### src/rtl/core/tcet_pkg.sv
package tcet_pkg;

    localparam int SAMPLE_WIDTH    = 16;
    localparam int TIME_WIDTH      = 32;
    localparam int COUNT_WIDTH     = 32;
    localparam int FRAC_WIDTH      = 16;
    localparam int CFG_INDEX_WIDTH = 1;
    localparam int CFG_DATA_WIDTH  = 16;
    localparam int JOBQ_DEPTH      = 2;
    localparam int DIV_CNT_WIDTH   = $clog2(TIME_WIDTH);
    // remainder holds 2*r + num < 3*den
    localparam int REM_WIDTH       = SAMPLE_WIDTH + 3;

    localparam logic signed [SAMPLE_WIDTH-1:0] SAMPLE_MAX = {1'b0, {(SAMPLE_WIDTH-1){1'b1}}};
    localparam logic signed [SAMPLE_WIDTH-1:0] SAMPLE_MIN = {1'b1, {(SAMPLE_WIDTH-1){1'b0}}};
    localparam logic [FRAC_WIDTH-1:0] LEVEL_FRACTION_RESET = {1'b1, {(FRAC_WIDTH-1){1'b0}}};

    localparam logic [CFG_INDEX_WIDTH-1:0] CFG_LEVEL_FRACTION = 1'b0;
    localparam logic [CFG_INDEX_WIDTH-1:0] CFG_REPORT_STOP    = 1'b1;

    typedef enum logic [1:0] {
        CMD_CLEAR  = 2'd0,
        CMD_RANGE  = 2'd1,
        CMD_FIRST  = 2'd2,
        CMD_DETECT = 2'd3
    } t_cmd;

    typedef enum logic [1:0] {
        JOB_START = 2'd0,
        JOB_STEP  = 2'd1,
        JOB_RISE  = 2'd2,
        JOB_FALL  = 2'd3
    } t_job_kind;

    typedef struct packed {
        logic [1:0]                     command;
        logic [TIME_WIDTH-1:0]          sample_time;
        logic signed [SAMPLE_WIDTH-1:0] sample_value;
    } t_in_item;

    typedef struct packed {
        logic [TIME_WIDTH-1:0]  event_time;
        logic [COUNT_WIDTH-1:0] event_count;
        logic [COUNT_WIDTH-1:0] sample_count;
    } t_out_item;

    typedef struct packed {
        t_job_kind             kind;
        logic [SAMPLE_WIDTH:0] num;
        logic [SAMPLE_WIDTH:0] den;
        logic [TIME_WIDTH-1:0] span;
        logic [TIME_WIDTH-1:0] base;
    } t_job;

    function automatic logic [COUNT_WIDTH-1:0] sat_inc(input logic [COUNT_WIDTH-1:0] c);
        return (c == {COUNT_WIDTH{1'b1}}) ? c : c + 1'b1;
    endfunction

endpackage

### src/rtl/core/tcet_jobq.sv
module tcet_jobq (
    input  logic          i_clk,
    input  logic          i_rst_n,
    input  logic          i_push,
    input  tcet_pkg::t_job i_data,
    output logic          o_full,
    input  logic          i_pop,
    output tcet_pkg::t_job o_data,
    output logic          o_empty
);
    import tcet_pkg::*;

    localparam int PTR_WIDTH = (JOBQ_DEPTH > 1) ? $clog2(JOBQ_DEPTH) : 1;
    localparam logic [PTR_WIDTH-1:0] PTR_LAST = PTR_WIDTH'(JOBQ_DEPTH - 1);
    localparam logic [PTR_WIDTH:0]   CNT_FULL = (PTR_WIDTH + 1)'(JOBQ_DEPTH);

    t_job                 r_mem [JOBQ_DEPTH];
    logic [PTR_WIDTH-1:0] r_wr_ptr;
    logic [PTR_WIDTH-1:0] r_rd_ptr;
    logic [PTR_WIDTH:0]   r_count;
    logic                 w_wr;
    logic                 w_rd;

    assign o_full  = (r_count == CNT_FULL);
    assign o_empty = (r_count == '0);
    assign w_wr    = i_push && !o_full;
    assign w_rd    = i_pop && !o_empty;
    assign o_data  = r_mem[r_rd_ptr];

    always_ff @(posedge i_clk) begin
        if (w_wr) begin
            r_mem[r_wr_ptr] <= i_data;
        end
    end

    always_ff @(posedge i_clk) begin
        if (!i_rst_n) begin
            r_wr_ptr <= '0;
            r_rd_ptr <= '0;
            r_count  <= '0;
        end else begin
            if (w_wr) begin
                r_wr_ptr <= (r_wr_ptr == PTR_LAST) ? '0 : r_wr_ptr + 1'b1;
            end
            if (w_rd) begin
                r_rd_ptr <= (r_rd_ptr == PTR_LAST) ? '0 : r_rd_ptr + 1'b1;
            end
            if (w_wr && !w_rd) begin
                r_count <= r_count + 1'b1;
            end else if (w_rd && !w_wr) begin
                r_count <= r_count - 1'b1;
            end
        end
    end

endmodule

### src/rtl/core/tcet_front.sv
module tcet_front (
    input  logic                                i_clk,
    input  logic                                i_rst_n,
    input  logic                                i_push,
    output logic                                o_full,
    input  tcet_pkg::t_in_item                  i_item,
    input  logic [tcet_pkg::FRAC_WIDTH-1:0]     i_level_fraction,
    output logic                                o_job_push,
    output tcet_pkg::t_job                      o_job,
    input  logic                                i_job_full
);
    import tcet_pkg::*;

    localparam int SW = SAMPLE_WIDTH;

    typedef enum logic [4:0] {
        F_IDLE = 5'b00001,
        F_EXEC = 5'b00010,
        F_MUL  = 5'b00100,
        F_LVL  = 5'b01000,
        F_PUSH = 5'b10000
    } t_fstate;

    t_fstate                    r_state;
    t_fstate                    n_state;
    t_in_item                   r_item;
    logic signed [SW-1:0]       r_min;
    logic signed [SW-1:0]       r_max;
    logic signed [SW-1:0]       r_level;
    logic signed [SW-1:0]       r_prev_value;
    logic [TIME_WIDTH-1:0]      r_prev_time;
    logic [SW+FRAC_WIDTH:0]     r_prod;

    logic signed [SW-1:0]       w_sample;
    logic                       w_range_ok;
    logic [SW:0]                w_range_d;
    logic [SW:0]                w_level_ext;
    logic [SW:0]                w_s_ext;
    logic [SW:0]                w_p_ext;
    logic [SW:0]                w_l_ext;
    logic                       w_rise;
    logic                       w_fall;

    assign w_sample    = r_item.sample_value;
    assign w_range_ok  = (r_min <= r_max);
    assign w_range_d   = {r_max[SW-1], r_max} - {r_min[SW-1], r_min};
    assign w_level_ext = {r_min[SW-1], r_min} + r_prod[SW+FRAC_WIDTH:FRAC_WIDTH];

    assign w_s_ext = {w_sample[SW-1], w_sample};
    assign w_p_ext = {r_prev_value[SW-1], r_prev_value};
    assign w_l_ext = {r_level[SW-1], r_level};
    assign w_rise  = (w_sample > r_level) && (r_prev_value < r_level);
    assign w_fall  = (w_sample < r_level) && (r_prev_value > r_level);

    assign o_full     = (r_state != F_IDLE);
    assign o_job_push = (r_state == F_PUSH) && !i_job_full;

    always_comb begin
        o_job.span = r_item.sample_time - r_prev_time;
        o_job.base = r_prev_time;
        o_job.num  = w_l_ext - w_p_ext;
        o_job.den  = w_s_ext - w_p_ext;
        if (r_item.command == CMD_FIRST) begin
            o_job.kind = JOB_START;
        end else if (w_rise) begin
            o_job.kind = JOB_RISE;
        end else if (w_fall) begin
            o_job.kind = JOB_FALL;
            o_job.num  = w_p_ext - w_l_ext;
            o_job.den  = w_p_ext - w_s_ext;
        end else begin
            o_job.kind = JOB_STEP;
        end
    end

    always_comb begin
        n_state = r_state;
        case (r_state)
            F_IDLE: begin
                if (i_push) begin
                    n_state = F_EXEC;
                end
            end
            F_EXEC: begin
                case (r_item.command)
                    CMD_CLEAR:  n_state = F_IDLE;
                    CMD_RANGE:  n_state = F_MUL;
                    CMD_FIRST:  n_state = F_MUL;
                    default:    n_state = F_PUSH;
                endcase
            end
            F_MUL: n_state = F_LVL;
            F_LVL: begin
                n_state = (r_item.command == CMD_FIRST) ? F_PUSH : F_IDLE;
            end
            F_PUSH: begin
                if (!i_job_full) begin
                    n_state = F_IDLE;
                end
            end
            default: n_state = F_IDLE;
        endcase
    end

    always_ff @(posedge i_clk) begin
        if (r_state == F_IDLE && i_push) begin
            r_item <= i_item;
        end
        if (r_state == F_MUL) begin
            r_prod <= w_range_d * i_level_fraction;
        end
    end

    always_ff @(posedge i_clk) begin
        if (!i_rst_n) begin
            r_state      <= F_IDLE;
            r_min        <= SAMPLE_MAX;
            r_max        <= SAMPLE_MIN;
            r_level      <= '0;
            r_prev_value <= '0;
            r_prev_time  <= '0;
        end else begin
            r_state <= n_state;
            if (r_state == F_EXEC) begin
                if (r_item.command == CMD_CLEAR) begin
                    r_min <= SAMPLE_MAX;
                    r_max <= SAMPLE_MIN;
                end else if (r_item.command == CMD_RANGE) begin
                    if (w_sample > r_max) begin
                        r_max <= w_sample;
                    end
                    if (w_sample < r_min) begin
                        r_min <= w_sample;
                    end
                end
            end
            // an empty range keeps the old level
            if (r_state == F_LVL && w_range_ok) begin
                r_level <= w_level_ext[SW-1:0];
            end
            if (o_job_push) begin
                r_prev_value <= w_sample;
                r_prev_time  <= r_item.sample_time;
            end
        end
    end

endmodule

### src/rtl/core/tcet_back.sv
module tcet_back (
    input  logic                i_clk,
    input  logic                i_rst_n,
    input  logic                i_job_empty,
    output logic                o_job_pop,
    input  tcet_pkg::t_job      i_job,
    input  logic                i_report_stop_edge,
    output logic                o_out_valid,
    output tcet_pkg::t_out_item o_out_item,
    input  logic                i_out_pop
);
    import tcet_pkg::*;

    localparam int SW = SAMPLE_WIDTH;
    localparam int TW = TIME_WIDTH;

    typedef enum logic [2:0] {
        B_IDLE = 3'b001,
        B_DIV  = 3'b010,
        B_EMIT = 3'b100
    } t_bstate;

    t_bstate                  r_state;
    t_bstate                  n_state;
    t_job                     r_job;
    logic [TW-1:0]            r_start_time;
    logic [TW-1:0]            r_stop_time;
    logic                     r_start_seen;
    logic [COUNT_WIDTH-1:0]   r_rise_count;
    logic [COUNT_WIDTH-1:0]   r_step_count;
    logic [REM_WIDTH-1:0]     r_rem;
    logic [TW-1:0]            r_quot;
    logic [TW-1:0]            r_span;
    logic [DIV_CNT_WIDTH-1:0] r_cnt;
    logic                     r_out_valid;
    t_out_item                r_out_item;

    logic [REM_WIDTH-1:0]     w_num;
    logic [REM_WIDTH-1:0]     w_den;
    logic [REM_WIDTH-1:0]     w_den2;
    logic [REM_WIDTH-1:0]     w_rem_sh;
    logic [REM_WIDTH-1:0]     w_rem_n;
    logic [1:0]               w_digit;
    logic [TW-1:0]            w_quot_n;
    logic [TW-1:0]            w_cross_time;
    logic                     w_take;
    logic                     w_out_load;

    assign w_take     = (r_state == B_IDLE) && !i_job_empty;
    assign o_job_pop  = w_take;
    assign w_out_load = (r_state == B_EMIT) && (!r_out_valid || i_out_pop);

    // one restoring step: r = 2r + (span bit ? num : 0), then subtract up to 2*den
    assign w_num    = REM_WIDTH'(r_job.num);
    assign w_den    = REM_WIDTH'(r_job.den);
    assign w_den2   = w_den << 1;
    assign w_rem_sh = (r_rem << 1) + (r_span[TW-1] ? w_num : '0);

    always_comb begin
        if (w_rem_sh >= w_den2) begin
            w_rem_n = w_rem_sh - w_den2;
            w_digit = 2'd2;
        end else if (w_rem_sh >= w_den) begin
            w_rem_n = w_rem_sh - w_den;
            w_digit = 2'd1;
        end else begin
            w_rem_n = w_rem_sh;
            w_digit = 2'd0;
        end
    end

    assign w_quot_n     = (r_quot << 1) + TW'(w_digit);
    assign w_cross_time = r_job.base + w_quot_n;

    always_comb begin
        n_state = r_state;
        case (r_state)
            B_IDLE: begin
                if (w_take && (i_job.kind == JOB_RISE ||
                               (i_job.kind == JOB_FALL && r_start_seen))) begin
                    n_state = B_DIV;
                end
            end
            B_DIV: begin
                if (r_cnt == '0) begin
                    n_state = (r_job.kind == JOB_RISE) ? B_IDLE : B_EMIT;
                end
            end
            B_EMIT: begin
                if (w_out_load) begin
                    n_state = B_IDLE;
                end
            end
            default: n_state = B_IDLE;
        endcase
    end

    always_ff @(posedge i_clk) begin
        if (w_take) begin
            r_job  <= i_job;
            r_span <= i_job.span;
            r_rem  <= '0;
            r_quot <= '0;
            r_cnt  <= DIV_CNT_WIDTH'(TW - 1);
        end else if (r_state == B_DIV) begin
            r_span <= r_span << 1;
            r_rem  <= w_rem_n;
            r_quot <= w_quot_n;
            r_cnt  <= r_cnt - 1'b1;
        end
        if (r_state == B_DIV && r_cnt == '0) begin
            r_stop_time <= w_cross_time;
        end
        if (w_out_load) begin
            r_out_item.event_time   <= i_report_stop_edge ? r_stop_time : r_start_time;
            r_out_item.event_count  <= r_rise_count;
            r_out_item.sample_count <= r_step_count;
        end
    end

    always_ff @(posedge i_clk) begin
        if (!i_rst_n) begin
            r_state      <= B_IDLE;
            r_start_time <= '0;
            r_start_seen <= 1'b0;
            r_rise_count <= '0;
            r_step_count <= '0;
            r_out_valid  <= 1'b0;
        end else begin
            r_state <= n_state;
            if (w_take) begin
                case (i_job.kind)
                    JOB_START: begin
                        r_start_time <= '0;
                        r_start_seen <= 1'b0;
                        r_rise_count <= '0;
                        r_step_count <= '0;
                    end
                    JOB_RISE: begin
                        r_start_seen <= 1'b1;
                        r_rise_count <= sat_inc(r_rise_count);
                        r_step_count <= sat_inc(r_step_count);
                    end
                    default: begin
                        r_step_count <= sat_inc(r_step_count);
                    end
                endcase
            end
            if (r_state == B_DIV && r_cnt == '0 && r_job.kind == JOB_RISE) begin
                r_start_time <= w_cross_time;
            end
            if (w_out_load) begin
                r_out_valid <= 1'b1;
            end else if (i_out_pop) begin
                r_out_valid <= 1'b0;
            end
        end
    end

    assign o_out_valid = r_out_valid;
    assign o_out_item  = r_out_item;

endmodule

### src/rtl/core/threshold_crossing_event_timer.sv
// Level-crossing event timer.
// Input queue side: drive i_in_item and raise push; the item transfers on a
// clock edge with push high and full low. Commands: clear range, range sample,
// first detection sample, detection sample.
// Result queue side: while empty is low, o_out_item holds the oldest result;
// raise pop to take it. A result appears only on a falling crossing after a
// rising one in the current detection pass.
// Config: i_cfg_valid with i_cfg_index/i_cfg_data; o_cfg_ready is always high.
// Write only while the block has no work in flight.
// Flow: the front end steps a clear through its execute state, a range
// sample through execute, multiply and level, a first detection sample
// through execute, multiply, level and push, and a detection sample through
// execute and push; push waits while the job queue is full. The back end
// runs a radix-2 interpolation divider: 32 divide steps for a crossing, then
// a transfer into the output register on a reported one; it takes no new
// job until it is done with the last. A two-entry job queue joins the ends.
// When the result is not popped the back end holds in its emit step and the
// front end fills the job queue, then raises full.
// Reset: range empty, level, previous sample and counters zero, queues empty.
module threshold_crossing_event_timer (
    input  logic                                  i_clk,
    input  logic                                  i_rst_n,
    input  logic                                  push,
    output logic                                  full,
    input  tcet_pkg::t_in_item                    i_in_item,
    output logic                                  empty,
    input  logic                                  pop,
    output tcet_pkg::t_out_item                   o_out_item,
    input  logic                                  i_cfg_valid,
    output logic                                  o_cfg_ready,
    input  logic [tcet_pkg::CFG_INDEX_WIDTH-1:0]  i_cfg_index,
    input  logic [tcet_pkg::CFG_DATA_WIDTH-1:0]   i_cfg_data
);
    import tcet_pkg::*;

    logic [FRAC_WIDTH-1:0] r_level_fraction;
    logic                  r_report_stop_edge;
    logic                  w_cfg_wr;

    logic                  w_job_push;
    logic                  w_job_full;
    logic                  w_job_pop;
    logic                  w_job_empty;
    t_job                  w_job_in;
    t_job                  w_job_out;
    logic                  w_out_valid;

    assign o_cfg_ready = 1'b1;
    assign w_cfg_wr    = i_cfg_valid && o_cfg_ready;
    assign empty       = !w_out_valid;

    always_ff @(posedge i_clk) begin
        if (!i_rst_n) begin
            r_level_fraction   <= LEVEL_FRACTION_RESET;
            r_report_stop_edge <= 1'b0;
        end else if (w_cfg_wr) begin
            case (i_cfg_index)
                CFG_LEVEL_FRACTION: r_level_fraction   <= i_cfg_data[FRAC_WIDTH-1:0];
                CFG_REPORT_STOP:    r_report_stop_edge <= i_cfg_data[0];
                default: ;
            endcase
        end
    end

    tcet_front u_front (
        .i_clk            (i_clk),
        .i_rst_n          (i_rst_n),
        .i_push           (push),
        .o_full           (full),
        .i_item           (i_in_item),
        .i_level_fraction (r_level_fraction),
        .o_job_push       (w_job_push),
        .o_job            (w_job_in),
        .i_job_full       (w_job_full)
    );

    tcet_jobq u_jobq (
        .i_clk   (i_clk),
        .i_rst_n (i_rst_n),
        .i_push  (w_job_push),
        .i_data  (w_job_in),
        .o_full  (w_job_full),
        .i_pop   (w_job_pop),
        .o_data  (w_job_out),
        .o_empty (w_job_empty)
    );

    tcet_back u_back (
        .i_clk              (i_clk),
        .i_rst_n            (i_rst_n),
        .i_job_empty        (w_job_empty),
        .o_job_pop          (w_job_pop),
        .i_job              (w_job_out),
        .i_report_stop_edge (r_report_stop_edge),
        .o_out_valid        (w_out_valid),
        .o_out_item         (o_out_item),
        .i_out_pop          (pop)
    );

    a_empty_after_reset: assert property (@(posedge i_clk) !i_rst_n |=> empty)
        else $error("result queue not empty after reset");

    a_job_push_has_room: assert property (@(posedge i_clk) disable iff (!i_rst_n)
        w_job_push |-> !w_job_full)
        else $error("job pushed into a full queue");

    a_job_pop_has_data: assert property (@(posedge i_clk) disable iff (!i_rst_n)
        w_job_pop |-> !w_job_empty)
        else $error("job popped from an empty queue");

    a_cfg_fraction_written: assert property (@(posedge i_clk) disable iff (!i_rst_n)
        (w_cfg_wr && i_cfg_index == CFG_LEVEL_FRACTION)
        |=> r_level_fraction == $past(i_cfg_data[FRAC_WIDTH-1:0]))
        else $error("level fraction write lost");

endmodule

### config.mk
export PLATFORM = sky130hd
export DESIGN_NAME = threshold_crossing_event_timer
export DESIGN_NICKNAME = d
export VERILOG_FILES = /design/src/rtl/core/tcet_pkg.sv /design/src/rtl/core/tcet_jobq.sv /design/src/rtl/core/tcet_front.sv /design/src/rtl/core/tcet_back.sv /design/src/rtl/core/threshold_crossing_event_timer.sv
export SDC_FILE = /design/constraint.sdc
export NUM_CORES = 2
export LEC_CHECK = 0
export ABC_AREA = 0
export BUFFER_PORTS_ARGS = -buffer_cell sky130_fd_sc_hd__buf_2
export CAP_MARGIN = 10
export CORE_MARGIN = 2
export CORE_UTILIZATION = 25
export CTS_CLUSTER_DIAMETER = 40
export DETAILED_ROUTE_END_ITERATION = 10
export GPL_TIMING_DRIVEN = 0
export PLACE_DENSITY = 0.47
export SLEW_MARGIN = 10
export SYNTH_ARGS = -nofsm -noshare
export SYNTH_HDL_FRONTEND = slang
export SYNTH_HIERARCHICAL = 1
export SYNTH_SLANG_ARGS = --single-unit
### constraint.sdc
create_clock -name i_clk -period 8 [get_ports i_clk]
set_clock_uncertainty 0.2 [all_clocks]
set_input_delay 1.2 -clock i_clk [delete_from_list [all_inputs] [get_ports i_clk]]
set_output_delay 1.2 -clock i_clk [all_outputs]
set_load 0.02 [all_outputs]
## Yosys cells after proc, flatten, opt, wreduce, memory -nomap -nowiden

Memory sizes are Yosys's and may differ from the RTL's. A register that Yosys moved wholly into a read port is not among the register bits.
Index checks and enable logic that the tools add are counted.

| storage, ports and cells | value |
|---|---|
| register bits | 587 |
| bits in latches | 0 |
| memory bits (writable) | 200 |
| bits in read-only memories | 0 |
| input bits | 72 |
| output and inout port bits | 99 |
| logic and storage cells | 182 |
| memories | 1 |

| cells by class | value |
|---|---|
| add/sub/neg operators | 19 |
| multipliers | 1 |
| div/mod/pow operators | 0 |
| order comparisons | 9 |
| equality and inequality tests | 24 |
| shift operators | 0 |
| mux-type cells | 48 |
| bitwise gates (word level) | 1 |
| reductions and logical operators | 46 |

Memory list:

| memory | words | width | rd ports | clocked after memory_dff | write ports | RTL line | RTL |
|---|---|---|---|---|---|---|---|
| u_jobq.r_mem | 2 | 100 | 1 | 1 | 1 | tcet_jobq.sv:17 | `t_job r_mem [JOBQ_DEPTH];` |

Operators with widths:

| operator | number |
|---|---|
| 32-bit two-way mux | 9 |
| 34-bit two-way mux | 3 |
| 16-bit two-way mux | 6 |
| 16-bit by 16-bit subtractor with 17-bit output | 5 |
| 32-bit by 1-bit adder with 32-bit output, second input constant | 2 |
| 32-bit == test, second input constant | 2 |
| 32-bit case mux with 2 select lines | 1 |
| 16-bit greater-than comparator | 3 |
| 16-bit < comparator | 3 |
| 18-bit two-way mux | 2 |
| 32-bit by 2-bit adder with 32-bit output | 1 |
| 32-bit adder | 1 |
| 17-bit by 16-bit multiplier with 32-bit output | 1 |
| 32-bit subtractor | 1 |
| 5-bit case mux with 5 select lines | 1 |
| 19-bit by 17-bit adder with 19-bit output | 1 |
| 19-bit by 17-bit >= comparator with 1-bit output | 1 |
| 19-bit by 18-bit >= comparator with 1-bit output | 1 |
| 2-bit nonzero test | 9 |
| 18-bit by 17-bit subtractor with 18-bit output | 1 |
| 18-bit subtractor | 1 |
| 17-bit two-way mux | 1 |
| 16-bit adder | 1 |
| 16-bit <= comparator | 1 |
| other kinds (33) | 90 |

## Logic depth before layout (Yosys ltp)

| logic depth | value |
|---|---|
| depth after elaboration | 8 |
| depth in mapped cells | 39 |
| gate-level depth less buffers | 36 |

## By module

The synthesis kept the hierarchy.

By module, submodules not included:

| module | times used | cells an instance | area an instance (sq um) | sequential area each (sq um) |
|---|---|---|---|---|
| tcet_front | 1 | 2,458 | 21,334.2 | 4,003.8 |
| tcet_back | 1 | 1,745 | 18,579.1 | 9,949.5 |
| tcet_jobq | 1 | 336 | 7,445.9 | 6,105.9 |
| threshold_crossing_event_timer | 1 | 77 | 713.2 | 340.3 |

## Least setup slack after synthesis

OpenSTA, ideal clock, no wires.

| timing | value |
|---|---|
| path type | register to register |
| start point | reg u_front.r_max[0] |
| end point | reg u_front.r_prod[31], data pin |
| setup time | 0.258 ns |
| data arrival time | 7.783 ns |
| required time | 7.542 ns |
| path slack | -0.241 ns |
| cell stages (with the launch flop) | 35 |
| buffers on the path | 1 |
| clock period less this slack | 8.241 ns |
| cells stage by stage | dfxtp_1 -> inv_1 -> ha_1 -> fa_1 -> nor2b_1 -> o21ai_1 -> a21boi_1 -> o31a_1 -> o21ai_0 -> nand2b_1 -> a21o_1 -> a21oi_1 -> xnor2_1 -> clkbuf_1 -> nand2_1 -> fa_1 -> fa_1 -> inv_1 -> fa_1 -> fa_1 -> fa_1 -> inv_1 -> fa_1 -> inv_1 -> ha_1 -> a211o_2 -> a21oi_2 -> a221o_1 -> a211oi_2 -> a41o_2 -> a211oi_2 -> or4_1 -> nand4b_2 -> a21oi_2 -> xnor2_1 |

| on the way | value |
|---|---|
| longest elaborated chain between the ends | 2 |

Ends and longest elaborated chain:

| element | RTL line | RTL |
|---|---|---|
| start, declared | tcet_front.sv:28 | `logic signed [SW-1:0] r_max;` |
| start signal, assigned | tcet_front.sv:130 | `r_max <= w_sample;` |
| 16-bit by 16-bit subtractor with 17-bit output | tcet_front.sv:46 | `assign w_range_d = {r_max[SW-1], r_max} - {r_min[SW-1], r_min};` |
| 17-bit by 16-bit multiplier with 32-bit output | tcet_front.sv:110 | `r_prod <= w_range_d * i_level_fraction;` |
| end signal, assigned | tcet_front.sv:110 |  |
| end, declared | tcet_front.sv:32 | `logic [SW+FRAC_WIDTH:0] r_prod;` |

Every way passes these cells.
A chain may end at the register's enable or synchronous reset.

## Worst setup path after layout

Same ends and word-level chain as after synthesis.

==> impl_metrics.yaml <==
outcome:
  status: "complete, but fails checks"
  violations: "setup timing"
timing:
  hold_violations: 0
  fmax_mhz: 117.9
  slew_headroom: 0.3616
  setup_tns_ns: -2.703
  rsz0062_at_grt: "true"
  fin_crit_sh: 1.060
  slew_viol_final: 0
  finalSetupViolations: 9
  min_period_ns: 8.481
  layout_setup_ws_ns: -0.4809
  tightestPinTransition_ns: 0.9577
setup_path:
  crit_buf_inv: 6
  crit_arrival_ns: 8.72
  cp.required_ns: 8.23
  critPathTopFamily: "adder cells"
  cp_slowest_stage_delay_ns: 0.55
  cpMostUsedCell: "fa_1"
  crit_type: "reg2reg"
  cp-start-kind: "register"
  end_kind: "register"
  crit_slowest_cell: "fa_1"
  path_max_fanout: 3
logic_synthesis:
  synthFlopType: "edfxtp_1"
  synth_area_leader_cell: "edfxtp_1"
  syn_inst: 4616
  syn_area_um2: 48070
  yosys.area.top_type_share: 0.3086
  ys_ff_latch: 772
  syn-num-nets: 5270
  synth_seq_area_share: 0.4244
  synthArstFlopShare: 0
  ys_warn_count: 6
  synth_commonest_cells: "nand2_1 (565), edfxtp_1 (494), inv_1 (461)"
  synth.area.top_cells: "edfxtp_1 (31%), dfxtp_1 (12%), ha_1 (9.5%)"
  ys_types: 99
  avgSynthCellArea_um2: 10.41
  synth_most_common_cell: "nand2_1"
  synth_edf_count: 494
final_layout:
  drive_gt1_frac: 0.1643
  finalNetCount: 5640
  antenna_cells: 0
  area_growth_syn_to_layout_pct: 20.95
  final_area_um2: 58150
grt:
  overflow: 0
  track_usage: 0.1324
  grt_max_degree: 62
  grt_antenna_before_repair: 6
  grt_pass1_vias: 34824
  grt_pass1_wl_mm: 204.2
cts:
  cts_buffer_depth: 3
  path_clk_slew_ns: 0.06
  numCtsBuffers: 115
  ctsHtreeMaxLevel: 3
  tritoncts: "done"
  clock-sinks: 772
  holdBufCountCts: 0
  clockRootBuffer: "clkbuf_16"
  clock_latency_ns: 0.74
place:
  place_area_um2: 52410
  dp_hpwl_mm: 100.6
  place_congestion: 0.8688
  io_buffers: 169
route:
  drt-initial-drc-count: 1809
  finalWirelength_mm: 131.6
  drtPass1Iterations: 5
  viasPerCell: 4.491
  drc_errors: 0
  postRouteAntennaNets: 0
  vias: 34129
  routedWlPerCell_um: 17.31
pwr:
  cellPowerDensity_nw_per_um2: 180.3
  peakVddDrop_uv: 189.6
  static-leakage-power_nw: 23.68
hold_path:
  hold_path_class: "reg2reg"
floorplan:
  die_w_um: 442.5
  rows: 160
  io_pins: 171
  dieArea_um2: 195800
  dieHeight_um: 442.5
  initial_utilization: 0.2522
  coreArea_um2: 190600
run:
  timing.max_cap.violations: 0
-- tightest hold or removal path, delay by kind of cell, from the launching register on --
| family | cells | cell delay [ns] |
|---|---|---|
| flops | 1 | 0.30 |
| mux | 1 | 0.05 |
| simple gates | 1 | 0.05 |
-- power by group --
part	switching [mW]	total (mW)	internal, mW
Combinational	0.511	0.868	0.356
Clock	2.09	5.25	3.17
Sequential	0.0705	4.36	4.29
-- kinds of logic (layout without fill, tap and decap cells) --
kind of cell               Yosys count  count (layout)  share of synthesized area
muxes                              205             205                    0.04615
DFF                                772             772                     0.4244
adders and majority gates          582             582                     0.1854
and+or+nand+nor                   1387            1387                     0.1373
other                                1               1                 0.00007801
AOI/OAI and AO/OA                  792             792                     0.1094
xor gates and xnor gates           253             253                    0.04609
buffers and inverters              624            1097                    0.05130
-- sequential cells by signal, summed over array words and instances, names as in the netlist, 18 cells and up, named ones only --
signal               cells
u_back/r_span           32
u_jobq/r_mem           200
u_back/r_step_count     32
u_front/r_item          34
u_back/r_quot           31
u_back/r_rise_count     32
u_back/o_out_item       96
u_back/r_job            68
u_back/r_stop_time      32
u_front/r_prev_time     32
u_back/r_rem            18
u_back/r_start_time     32
-- cell usage in the layout (no fill, tap or decap), drive strengths merged, types with 102 or more instances in the layout --
| cell type | count |
|---|---|
| xor2 | 102 |
| nand2 | 566 |
| buf | 309 |
| dfxtp | 278 |
| nor2 | 259 |
| o21ai | 135 |
| inv | 495 |
| ha | 365 |
| and2 | 130 |
| edfxtp | 494 |
| mux2 | 133 |
| a21o | 103 |
| a21oi | 246 |
| fa | 217 |
| clkbuf | 235 |
| xnor2 | 151 |
-- final timing paths --
kind                            start                  end  slack (ns)  cells after the start
hold / removal    r_level_fraction[7]  r_level_fraction[7]        0.25                      2
setup / recovery     u_front/r_max[0]   u_front/r_prod[31]       -0.48                     34
hold reg to reg   r_level_fraction[7]  r_level_fraction[7]        0.25                      2
setup reg to reg     u_front/r_max[0]   u_front/r_prod[31]       -0.48                     34
-- layout make-up --
class                   count  area, um^2
plain buffers             154       813.3
repair buffers            260        1733
inverters                 463        1738
multi-input cells        3220       26220
clock buffers             130        2995
well taps                2511        3142
clock inverters            90        1091
flip-flops and latches    772       20410
fillers                 19709      132400
-- per-stage QoR --
stage,util,setup slack [ns],std cells,power (mW),hold WS (ns)
after floorplan,-,0.04573,4616,4.981,0.2308
after global placement,0.2734,-2.040,7296,5.246,0.2422
after detailed placement,0.2750,-2.025,7309,5.258,0.2462
after CTS,0.3025,-0.5242,7576,10.61,0.2557
after global routing,0.3051,-0.7123,7600,10.90,0.2763
final,0.3051,-0.4809,7600,10.48,0.2548
-- layer usage --
layer,part of all wire,routed length [um],up-vias,GRT usage
met1,0.47,61290,16526,0.1751
met5,0,0,-,0
met2,0.46,61090,630,0.2196
met3,0.038,5064,232,0.02140
li1,-,-,16741,-
met4,0.032,4152,0,0.04327
-- timing repair --
item / CTS / global route
pin swaps: 54 / 55
resized for setup: 161 / 62
endpoints found under the setup margin: 61 / 42
endpoints found under the hold margin: 0 / 0
setup buffers: 52 / 27
(Power assumes the default switching activity.)
